--- src/hdl/wspd_pkg.sv ---
// Shared types, constants and the control store of the wheel speed PID drive.
package wspd_pkg;

  // Saturation limits: integral at 150.0 in Q.15, output at 255.0 in Q.4.
  localparam int INTEG_LIMIT = 4915200;
  localparam int LEVEL_LIMIT = 4080;

  localparam int unsigned STEP_W = 4;
  typedef logic [STEP_W-1:0] step_t;

  // Step addresses of the control program.
  localparam step_t ST_IDLE   = 4'd0;
  localparam step_t ST_PREP   = 4'd1;
  localparam step_t ST_MUL_IT = 4'd2;
  localparam step_t ST_INTEG  = 4'd3;
  localparam step_t ST_ACC_P  = 4'd4;
  localparam step_t ST_KREG   = 4'd5;
  localparam step_t ST_ACC_I  = 4'd6;
  localparam step_t ST_ACC_D  = 4'd7;
  localparam step_t ST_MAG    = 4'd8;
  localparam step_t ST_SPAN   = 4'd9;
  localparam step_t ST_EMIT   = 4'd10;
  localparam step_t ST_STOP   = 4'd11;

  typedef enum logic [2:0] {
    REG_PROP_GAIN,
    REG_INTEG_GAIN,
    REG_DERIV_GAIN,
    REG_TICK_PERIOD,
    REG_TICK_RATE,
    REG_DUTY_FLOOR,
    REG_DUTY_CEILING,
    REG_REVERSE_WIRING
  } cfg_reg_t;

  typedef enum logic [2:0] {
    MUL_NONE,
    MUL_ERR_TP,
    MUL_KP_ERR,
    MUL_KD_TR,
    MUL_KI_INT,
    MUL_KDR_DIFF,
    MUL_MAG_SPAN
  } mul_sel_t;

  typedef enum logic [2:0] {
    ACC_HOLD,
    ACC_CLEAR,
    ACC_ADD0,
    ACC_ADD7,
    ACC_ADD11
  } acc_op_t;

  typedef enum logic [2:0] {
    ACT_NONE,
    ACT_LATCH,
    ACT_PREP,
    ACT_INTEG,
    ACT_KREG,
    ACT_MAG,
    ACT_EMIT_RUN,
    ACT_EMIT_STOP
  } act_t;

  typedef enum logic [1:0] {
    JMP_NEXT,
    JMP_WAIT_IN,
    JMP_IF_STOP,
    JMP_WAIT_OUT
  } jmp_t;

  typedef struct packed {
    mul_sel_t mul;
    acc_op_t  acc;
    act_t     act;
    jmp_t     jmp;
    step_t    dest;
  } uword_t;

  // Conditions the datapath reports to the sequencer.
  typedef struct packed {
    logic in_fire;
    logic stop;
    logic out_free;
  } cond_t;

  function automatic uword_t rom_word(step_t s);
    uword_t w;
    unique case (s)
      ST_IDLE:   w = '{MUL_NONE,     ACC_HOLD,  ACT_LATCH,     JMP_WAIT_IN,  ST_IDLE};
      ST_PREP:   w = '{MUL_NONE,     ACC_HOLD,  ACT_PREP,      JMP_IF_STOP,  ST_STOP};
      ST_MUL_IT: w = '{MUL_ERR_TP,   ACC_HOLD,  ACT_NONE,      JMP_NEXT,     ST_IDLE};
      ST_INTEG:  w = '{MUL_KP_ERR,   ACC_CLEAR, ACT_INTEG,     JMP_NEXT,     ST_IDLE};
      ST_ACC_P:  w = '{MUL_KD_TR,    ACC_ADD11, ACT_NONE,      JMP_NEXT,     ST_IDLE};
      ST_KREG:   w = '{MUL_KI_INT,   ACC_HOLD,  ACT_KREG,      JMP_NEXT,     ST_IDLE};
      ST_ACC_I:  w = '{MUL_KDR_DIFF, ACC_ADD0,  ACT_NONE,      JMP_NEXT,     ST_IDLE};
      ST_ACC_D:  w = '{MUL_NONE,     ACC_ADD7,  ACT_NONE,      JMP_NEXT,     ST_IDLE};
      ST_MAG:    w = '{MUL_NONE,     ACC_HOLD,  ACT_MAG,       JMP_NEXT,     ST_IDLE};
      ST_SPAN:   w = '{MUL_MAG_SPAN, ACC_HOLD,  ACT_NONE,      JMP_NEXT,     ST_IDLE};
      ST_EMIT:   w = '{MUL_NONE,     ACC_HOLD,  ACT_EMIT_RUN,  JMP_WAIT_OUT, ST_IDLE};
      ST_STOP:   w = '{MUL_NONE,     ACC_HOLD,  ACT_EMIT_STOP, JMP_WAIT_OUT, ST_IDLE};
      default:   w = '{MUL_NONE,     ACC_HOLD,  ACT_NONE,      JMP_WAIT_OUT, ST_IDLE};
    endcase
    return w;
  endfunction

endpackage

--- src/hdl/wspd_seq.sv ---
// Step counter and control store lookup of the wheel speed PID drive.
module wspd_seq (
  input  logic             clk,
  input  logic             rst,
  input  wspd_pkg::cond_t  cond,
  output wspd_pkg::step_t  step,
  output wspd_pkg::uword_t uw,
  output logic             adv
);
  import wspd_pkg::*;

  step_t step_next;

  always_comb begin
    uw        = rom_word(step);
    adv       = 1'b1;
    step_next = step + step_t'(1);
    unique case (uw.jmp)
      JMP_NEXT: begin
        step_next = step + step_t'(1);
      end
      JMP_WAIT_IN: begin
        adv       = cond.in_fire;
        step_next = cond.in_fire ? step + step_t'(1) : step;
      end
      JMP_IF_STOP: begin
        if (cond.stop) begin
          step_next = uw.dest;
        end
      end
      JMP_WAIT_OUT: begin
        adv       = cond.out_free;
        step_next = cond.out_free ? uw.dest : step;
      end
    endcase
  end

  always_ff @(posedge clk) begin
    if (rst) begin
      step <= ST_IDLE;
    end else begin
      step <= step_next;
    end
  end

endmodule
--- config.mk ---
export PLATFORM = sky130hd
export DESIGN_NAME = wspd_seq
export DESIGN_NICKNAME = d
export VERILOG_FILES = /design/src/hdl/wspd_pkg.sv /design/src/hdl/wspd_seq.sv
export SDC_FILE = /design/constraint.sdc
export NUM_CORES = 1
export LEC_CHECK = 0
export BUFFER_PORTS_ARGS = -buffer_cell sky130_fd_sc_hd__buf_2
export CAP_MARGIN = 5
export CORE_MARGIN = 10
export CORE_UTILIZATION = 48
export CTS_CLUSTER_SIZE = 40
export DETAILED_ROUTE_END_ITERATION = 8
export PLACE_DENSITY = 0.78
export REMOVE_ABC_BUFFERS = 1
export SLEW_MARGIN = 20
export SYNTH_ARGS = -nofsm -noshare
export SYNTH_HDL_FRONTEND = slang
export SYNTH_SLANG_ARGS = --single-unit
--- constraint.sdc ---
create_clock -name clk -period 2.4 [get_ports clk]
set_input_delay 0.48 -clock clk [delete_from_list [all_inputs] [get_ports clk]]
set_output_delay 0.48 -clock clk [all_outputs]
set_load 0.1 [all_outputs]
== Yosys cells after proc, flatten, opt, wreduce, memory -nomap -nowiden ==
Memories as Yosys holds them, arrays and structs flattened. A register that Yosys moved wholly into a read port is not among the register bits.
Index checks and enable logic that the tools add are counted.
Storage, ports and cells
  bits in registers: 4
  ROM bits: 224
  input port bits: 5
  output and inout bits: 20
  memories kept: 1
  logic and storage cells: 17
Operators by class
  eq/ne operators: 5
  add/subtract/negate cells: 1
  reductions and logical operators: 2
  mux-type cells: 7
Memory list
  (no name shown): depth 16, width 14, read ports 1, clocked after memory_dff 1, wr ports 0, line wspd_pkg.sv:89  | unique case (s)
Operators with widths (number)
  $mux 4: 5
  $pmux 4 s4: 1
  $add 4x1->4 const B: 1
  $eq 2x2->1 const B: 2
  $ne 2x2->1 const B: 2
  $eq 2x1->1 const B: 1
  $logic_not 2->1: 1
  $pmux 1 s2: 1
  $reduce_and 2->1: 1

== Depth between registers and ports, before layout ==
Gate-level depths: netlist of the first run.
  depth in word-level cells: 5
  gate-level depth with buffers: 8

== Worst setup path before layout of the first run ==
No wires, ideal clock.
  path type: reg-to-output
  start point: reg uw[5] (netlist name)
  end point: out adv
  cell stages (with the launch flop): 3
  arrival time: 2.147 ns
  slack: -0.227 ns
  required time: 1.920 ns
  path buffers: 0
  path through: dfxtp_1 mux2i_2 nand2_1
Between the ends
  longest elaborated chain between the ends: 2
RTL lines
  $eq 2x2->1 or $eq 2x1->1 (tied branches): line wspd_seq.sv:18  | unique case (uw.jmp)
  $pmux 1 s2 *: line wspd_seq.sv:18
  end, declared: line wspd_seq.sv:8  | output logic adv
Mark *: on every way between the ends. The rest lies on a longest branch, timed or not.

== Final worst setup path of the first run ==
  start point: reg uw[5] (netlist name)
  end point: reg uw[14] (netlist name)
Between the ends
  longest elaborated chain between the ends: 5
RTL lines (line)
  $eq 2x1->1 or $eq 2x2->1 (tied branches): wspd_seq.sv:18
  $ne 2x2->1 (no source line)
  $reduce_and 2->1 (no source line)
  $mux 4 (no source line) * (2 in a row)
Marked as above.
A chain may end at the register's enable or synchronous reset.

==> results of run 1 <==
per-layer routing:
layer | global-route usage [%] | wire, um
met5 | 0 | 0
met4 | 4.70 | 31
met3 | 4.18 | 205
met2 | 14.6 | 757
met1 | 10.7 | 721
worst reg2reg max path, stage by stage, from the launching register on:
cell and delay (ns):
dfxtp_1 0.45, mux2i_2 0.50, nand3_1 0.20, a31oi_1 0.37
inv_1 0.13, ha_1 0.31, inv_1 0.04, o21ai_1 0.12
state kept, by name, indices dropped and copies added, names as in the netlist:
signal	cells
step	4
uw	12
stage by stage:
step                      std cells  area, um^2  hold slack, ns
final                           120         927           0.456
after detailed placement        117         905           0.594
after global placement          117         905           0.588
after CTS                       120         927           0.446
after global routing            120         927           0.460
after floorplan                  77         762           0.549
cells by family after synthesis:
logic type	after synthesis	share of synthesized area, %
AO/OA/AOI/OAI	21	23.2
adder cells (fa/ha/maj)	5	7.85
buffers and inverters	16	10.2
flip-flops	16	40.2
multiplexers	4	5.65
other	1	0.471
AND/OR/NAND/NOR	19	12.4
worst paths after layout:
check,startpoint,endpoint,slack (ns),depth (start not counted)
worst max-delay path,uw[5],uw[14],0.22,7
worst min-delay path,rst,step[0],0.46,2
worst max register to register,uw[5],uw[14],0.22,7
worst min register to register,step[0],step[0],0.62,2
cell usage after synthesis:
cell        n  area [um^2]
clkinv_4    1         8.76
nand2b_2    1         8.76
nand2_1     5         18.8
ha_1        5         62.6
buf_2       1         5.00
a221oi_1    1         8.76
o21a_1      1         7.51
inv_2       1         3.75
a21oi_1     1         5.00
o32ai_1     1         8.76
o31ai_1     1         7.51
and3_1      1         6.26
mux2i_1     2         20.0
a21o_1      1         7.51
mux2i_2     1         13.8
nor2_1      5         18.8
o21ai_1     5         25.0
nor2b_1     1         6.26
a2bb2oi_1   1         8.76
o211a_1     1         10.0
inv_1       9         33.8
dfxtp_1    16          320
a2111oi_4   1         27.5
o21ai_0     1         5.00
or3_4       1         11.3
buf_4       4         30.0
a221o_1     1         10.0
nand4_1     1         6.26
o21bai_4    1         18.8
mux2_2      1         11.3
nor3b_1     1         7.51
o32ai_2     1         16.3
nand3_1     3         15.0
a31oi_1     3         18.8
conb_1      1         3.75
layout make-up:
cell class | instances | area (um^2) | area share [%]
multi-input cells | 50 | 395 | 42.6
flip-flops and latches | 16 | 320 | 34.5
repair buffers | 24 | 123 | 13.2
inverters | 11 | 46.3 | 4.99
clock buffers | 3 | 22.5 | 2.43
well taps | 16 | 20.0 | 2.16
==> results.json, run 1 <==
{
  "status": "complete, no violations",
  "dp_hpwl_um": 1360,
  "syn_avg_cell_area_um2": 9.72,
  "dieWidth_um": 60.8,
  "cts_setup_buffers": 0,
  "ctsResizeCount": 0,
  "max_freq_ghz": 0.459,
  "max_stage_delay_ns": 0.50,
  "critPathLaunchType": "flop",
  "grt_usage_pct": 9.39,
  "synth_cell_types": 35,
  "drt_pass1_iterations": 4,
  "path_cells": "mux2i_2 -> nand3_1 -> a31oi_1 -> inv_1 -> ha_1 -> inv_1 -> o21ai_1",
  "syn_area_um2": 797,
  "areaGrowthSynthToFinish_pct": 16.3,
  "cp_num_buf_inv": 2,
  "layout-drive-gt1-share_pct": 34.6,
  "finClkSkew_ns": 0.00271,
  "rsz0062_at_grt": "false",
  "crit_top_cell": "inv_1",
  "gp_congestion": 0.864,
  "slew_violations": 0,
  "synth_seq_cells": 16,
  "cts_root_buf": "clkbuf_4",
  "nets": 116,
  "hold_violations": 0,
  "synthCells": 82,
  "fp.coreArea_um2": 1540,
  "ys_seq_area_share_pct": 40.2,
  "portBuffers": 23,
  "antennaDiodeCount": 0,
  "clk_pin_slew_worst_paths_ns": 0.08,
  "nFillCells": 147,
  "wire_per_inst_um": 14.3,
  "dr.first_iter.drc_count": 14,
  "finish.utilization_pct": 60.1,
  "crit_path_top_delay_cell": "mux2i_2",
  "final_common_cell": "buf_2",
  "cts_tree": "built",
  "grt_pass1_vias": 624,
  "grt_max_degree": 14,
  "worstPathMaxFanout": 7,
  "place_ws_ns": 0.180,
  "final_cell_mix": "buf_2 (23), dfxtp_1 (16), inv_1 (9)",
  "num_rows": 14,
  "cts-buffers-inserted": 3,
  "cpLargestDelayFamily": "multiplexers",
  "cts.sinks": 16,
  "critical_path_class": "reg2reg",
  "period_minus_slack_ns": 2.18,
  "finalSetupViolCount": 0,
  "routed_wl_um": 1720,
  "grt_pass1_wl_um": 2710,
  "dr_total_vias": 647,
  "drv_cap": 0,
  "min_path_type": "in2reg",
  "die_area_um2": 3690,
  "die_y_um": 60.8,
  "fin_crit_sh_pct": 90.8,
  "fin_setup_tns_ns": 0,
  "yosys_warnings": 0,
  "slew_headroom_pct": 67.3,
  "worstPathArrival_ns": 2.40,
  "start_util_pct": 51.7,
  "ant_nets": 0,
  "max_slew.worst_pin.slew_ns": 0.481,
  "cts.path.max_buffers": 2,
  "clk_latency_ns": 0.28,
  "end_kind": "flop",
  "required_ns": 2.61,
  "fin_ws_ns": 0.220,
  "drt-vias-per-instance": 5.39,
  "htreeDepth": 1,
  "remaining_drc_errors": 0,
  "grt_overflow": 0,
  "io_pins": 25,
  "antenna_found_initial": 0,
  "ctsHoldBuffers": 0
}
Power of run 1 is left out: the tool's default activity adds up to more than one toggle a clock period on the data nets, which glitch-free logic cannot reach.
==> run 2: changes to the inputs <==
--- a/config.mk
+++ b/config.mk
@@ -8,10 +8,11 @@
 export BUFFER_PORTS_ARGS = -buffer_cell sky130_fd_sc_hd__buf_2
 export CAP_MARGIN = 5
 export CORE_MARGIN = 10
-export CORE_UTILIZATION = 48
+export CORE_UTILIZATION = 45
+export CTS_BUF_LIST = sky130_fd_sc_hd__clkbuf_8
 export CTS_CLUSTER_SIZE = 40
 export DETAILED_ROUTE_END_ITERATION = 8
-export PLACE_DENSITY = 0.78
+export PLACE_DENSITY = 0.74
 export REMOVE_ABC_BUFFERS = 1
 export SLEW_MARGIN = 20
 export SYNTH_ARGS = -nofsm -noshare
==> results.json, run 2 (same netlist as run 1, synthesis figures left out) <==
{
  "status": "complete, no violations",
  "die_y_um": 62.1,
  "dr.first_iter.drc_count": 11,
  "met3_length_um": 170,
  "met1_length_um": 751,
  "reg2reg_from": "uw[5]",
  "cts.path.max_buffers": 2,
  "multiInputGateArea_um2": 395,
  "cts-buffers-inserted": 3,
  "period_minus_slack_ns": 2.17,
  "worstPathArrival_ns": 2.30,
  "worstHoldStart": "rst",
  "dr_total_vias": 646,
  "dieWidth_um": 62.1,
  "placed_cells": 126,
  "hold_violations": 0,
  "wl_met2_um": 729,
  "ant_nets": 0,
  "grt_max_degree": 14,
  "nets": 116,
  "layout-drive-gt1-share_pct": 34.6,
  "io_pins": 25,
  "hold_slack_ns": 0.503,
  "grt_usage_pct": 9.84,
  "max_freq_ghz": 0.462,
  "rsz0062_at_grt": "false",
  "die_area_um2": 3850,
  "fin_crit_sh_pct": 90.3,
  "required_ns": 2.53,
  "clk_pin_slew_worst_paths_ns": 0.05,
  "top_layer": "met4",
  "portBuffers": 23,
  "htreeDepth": 1,
  "min_path_type": "in2reg",
  "grt_pass1_vias": 648,
  "end_kind": "flop",
  "final_cell_mix": "buf_2 (23), dfxtp_1 (16), inv_1 (9)",
  "nFillCells": 160,
  "remaining_drc_errors": 0,
  "clk_latency_ns": 0.24,
  "ctsResizeCount": 0,
  "drt-vias-per-instance": 5.01,
  "final_common_cell": "buf_2",
  "fin_cells": 129,
  "drv_cap": 0,
  "seqCellArea_um2": 320,
  "cts_root_buf": "clkbuf_8",
  "gp_congestion": 0.876,
  "finalSetupViolCount": 0,
  "worstPathMaxFanout": 7,
  "start_util_pct": 46.7,
  "critical_path_class": "reg2reg",
  "crit_start": "uw[5]",
  "dp_hpwl_um": 1320,
  "crit_path_top_delay_cell": "mux2i_2",
  "fp.coreArea_um2": 1710,
  "slew_violations": 0,
  "drt_pass1_iterations": 4,
  "grt_overflow": 0,
  "num_rows": 15,
  "path_cells": "mux2i_2 -> nand3_1 -> a31oi_1 -> inv_1 -> ha_1 -> mux2i_1 -> o21ai_1",
  "routed_wl_um": 1690,
  "critPathLaunchType": "flop",
  "max_stage_delay_ns": 0.48,
  "grt_pass1_wl_um": 2850,
  "cts_tree": "built",
  "wire_per_inst_um": 13.1,
  "cts.sinks": 16,
  "cts_setup_buffers": 0,
  "antenna_found_initial": 0,
  "areaGrowthSynthToFinish_pct": 20.1,
  "largest_register_ffs": 12,
  "ctsHoldBuffers": 0,
  "finClkSkew_ns": 0.000967,
  "antennaDiodeCount": 0
}
run 2: final timing paths:
check / endpoint / slack [ns] / cells past startpoint
min: step[0] / 0.50 / 2
max reg2reg: uw[13] / 0.23 / 7
min reg2reg: step[0] / 0.62 / 2
max: uw[13] / 0.23 / 7
run 2: worst max-delay path, delay by kind of cell, from the launching register on:
family                     cells  cell delay, ns
buffers and inverters          1            0.12
muxes                          2            0.63
adders and majority gates      1            0.22
DFF                            1            0.44
and+or+nand+nor                1            0.20
AOI/OAI and AO/OA              2            0.44
run 2: layout make-up:
| class | count | area share (%) |
|---|---|---|
| multi-input combinational | 50 | 41.3 |
| sequential | 16 | 33.5 |
| timing repair buffer | 24 | 12.8 |
| inverter | 11 | 4.84 |
| clock buffer | 3 | 4.31 |
| tap | 25 | 3.27 |
run 2: stage by stage:
stage          util [%]  setup slack, ns  TNS (ns)  cell area [um^2]
2_1_floorplan         -            -1.27    -17.48               762
3_3_place_gp       53.6            0.271         0               916
3_5_place_dp       53.6            0.193         0               916
4_1_cts            56.0            0.262         0               957
5_1_grt            56.0           0.0428         0               957
6_report           56.0            0.234         0               957
run 2: metal layers:
layer	global-route usage, %	up-vias
met4	5.73	0
li1	-	328
met3	3.05	5
met2	15.6	25
met1	11.3	288
met5	0	-
Power of run 2 is left out for the same reason.
==> run 3: changes to the inputs <==
--- a/config.mk
+++ b/config.mk
@@ -12,7 +12,7 @@
 export CTS_BUF_LIST = sky130_fd_sc_hd__clkbuf_8
 export CTS_CLUSTER_SIZE = 40
 export DETAILED_ROUTE_END_ITERATION = 8
-export PLACE_DENSITY = 0.74
+export PLACE_DENSITY = 0.77
 export REMOVE_ABC_BUFFERS = 1
 export SLEW_MARGIN = 20
 export SYNTH_ARGS = -nofsm -noshare
==> constraint.sdc (replaced) <==
create_clock -name clk -period 1.79 [get_ports clk]
set_input_delay 0.358 -clock clk [delete_from_list [all_inputs] [get_ports clk]]
set_output_delay 0.358 -clock clk [all_outputs]
set_load 0.1 [all_outputs]
==> results.json, run 3 (same netlist as run 1, synthesis figures left out) <==
{
  "status": "complete, no violations",
  "period_minus_slack_ns": 1.79,
  "num_rows": 15,
  "htreeDepth": 1,
  "antennaDiodeCount": 0,
  "cts_root_buf": "clkbuf_8",
  "fin_crit_sh_pct": 99.8,
  "cts_tree": "built",
  "drt_pass1_iterations": 4,
  "ant_nets": 0,
  "finalSetupViolCount": 0,
  "rsz0062_at_grt": "true",
  "final_cell_mix": "buf_2 (22), dfxtp_1 (15), buf_4 (11), inv_1 (7)",
  "dr.first_iter.drc_count": 7,
  "gp_congestion": 0.936,
  "placed_cells": 137,
  "grt_pass1_vias": 717,
  "grt_max_degree": 11,
  "antenna_found_initial": 0,
  "path_cells": "buf_4 -> mux2_2 -> nor3b_2 -> or3_4 -> inv_2 -> ha_1 -> nand2_1 -> a21oi_1",
  "start_util_pct": 46.7,
  "remaining_drc_errors": 0,
  "worstPathArrival_ns": 1.97,
  "nets": 127,
  "worstHoldStart": "rst",
  "dieWidth_um": 62.1,
  "fp.coreArea_um2": 1710,
  "largest_register_ffs": 12,
  "cts.path.max_buffers": 2,
  "slew_violations": 0,
  "clk_latency_ns": 0.25,
  "portBuffers": 23,
  "grt_pass1_wl_um": 3040,
  "areaGrowthSynthToFinish_pct": 43.2,
  "grt_overflow": 0,
  "drv_cap": 0,
  "fin_cells": 141,
  "end_kind": "flop",
  "die_y_um": 62.1,
  "final_common_cell": "buf_2",
  "clk_pin_slew_worst_paths_ns": 0.06,
  "routed_wl_um": 1980,
  "finClkSkew_ns": 0.00131,
  "hold_violations": 0,
  "min_path_type": "in2reg",
  "dp_hpwl_um": 1470,
  "finish.utilization_pct": 66.8,
  "die_area_um2": 3850,
  "critical_path_class": "reg2reg",
  "required_ns": 1.97,
  "reg2reg_from": "uw[5]",
  "dr_total_vias": 715,
  "io_pins": 25,
  "crit_start": "uw[5]",
  "worstPathMaxFanout": 4,
  "cts-buffers-inserted": 3,
  "critPathLaunchType": "flop",
  "wire_per_inst_um": 14.0,
  "max_freq_ghz": 0.560,
  "cts.sinks": 16,
  "layout-drive-gt1-share_pct": 50.9,
  "drt-vias-per-instance": 5.07,
  "grt_usage_pct": 10.8,
  "max_stage_delay_ns": 0.42,
  "crit_path_top_delay_cell": "or3_4"
}
## run 3: changes by cell type in the layout (fill, tap and decap cells not counted), sizes merged
cell    before  now
buf         24   35
clkbuf       3    4
## run 3: final timing paths
check	slack, ns	end	cells past startpoint
setup / recovery	0.004	uw[12]	8
hold / removal	0.39	step[0]	2
setup reg to reg	0.004	uw[12]	8
hold reg to reg	0.70	step[3]	3
## run 3: routing by layer
layer	vias up	share of wire [%]	global-route usage [%]
met1	330	41	11.0
met5	-	0	0
met3	7	9.4	3.86
met4	0	3.3	8.28
li1	351	-	-
met2	27	47	17.5
## run 3: final cells by class
| cell class | instances | area (um^2) |
|---|---|---|
| repair buffers | 35 | 215 |
| inverters | 11 | 46.3 |
| multi-input cells | 50 | 469 |
| clock buffers | 4 | 55.1 |
| well taps | 25 | 31.3 |
| fillers | 137 | 567 |
| flip-flops and latches | 16 | 324 |
## run 3: worst max-delay path, delay by kind of cell, from the launching register on
kind / cells / cell delay [ns]
compound gates: 1 / 0.14
mux: 1 / 0.25
fa+ha+maj: 1 / 0.18
buf+inv: 2 / 0.27
flops: 1 / 0.36
simple gates: 3 / 0.52
## run 3: stage by stage
step / cell area [um^2] / worst slack, ns / hold WS, ns / setup TNS [ns]
after floorplan: 762 / -1.88 / 0.427 / -28.92
after global placement: 998 / -0.0832 / 0.628 / -0.178
after detailed placement: 998 / -0.125 / 0.634 / -0.470
after CTS: 1080 / 0.00359 / 0.395 / 0
after global routing: 1140 / -0.0676 / 0.420 / -0.269
final: 1140 / 0.00429 / 0.395 / 0
## run 3: timing repair
action,CTS,global route
endpoints found under the hold margin,0,0
hold buffers,0,0
pin swaps,2,4
endpoints found under the setup margin,8,9
setup buffers,0,0
resized for setup,5,14
Power of run 3 is left out for the same reason.
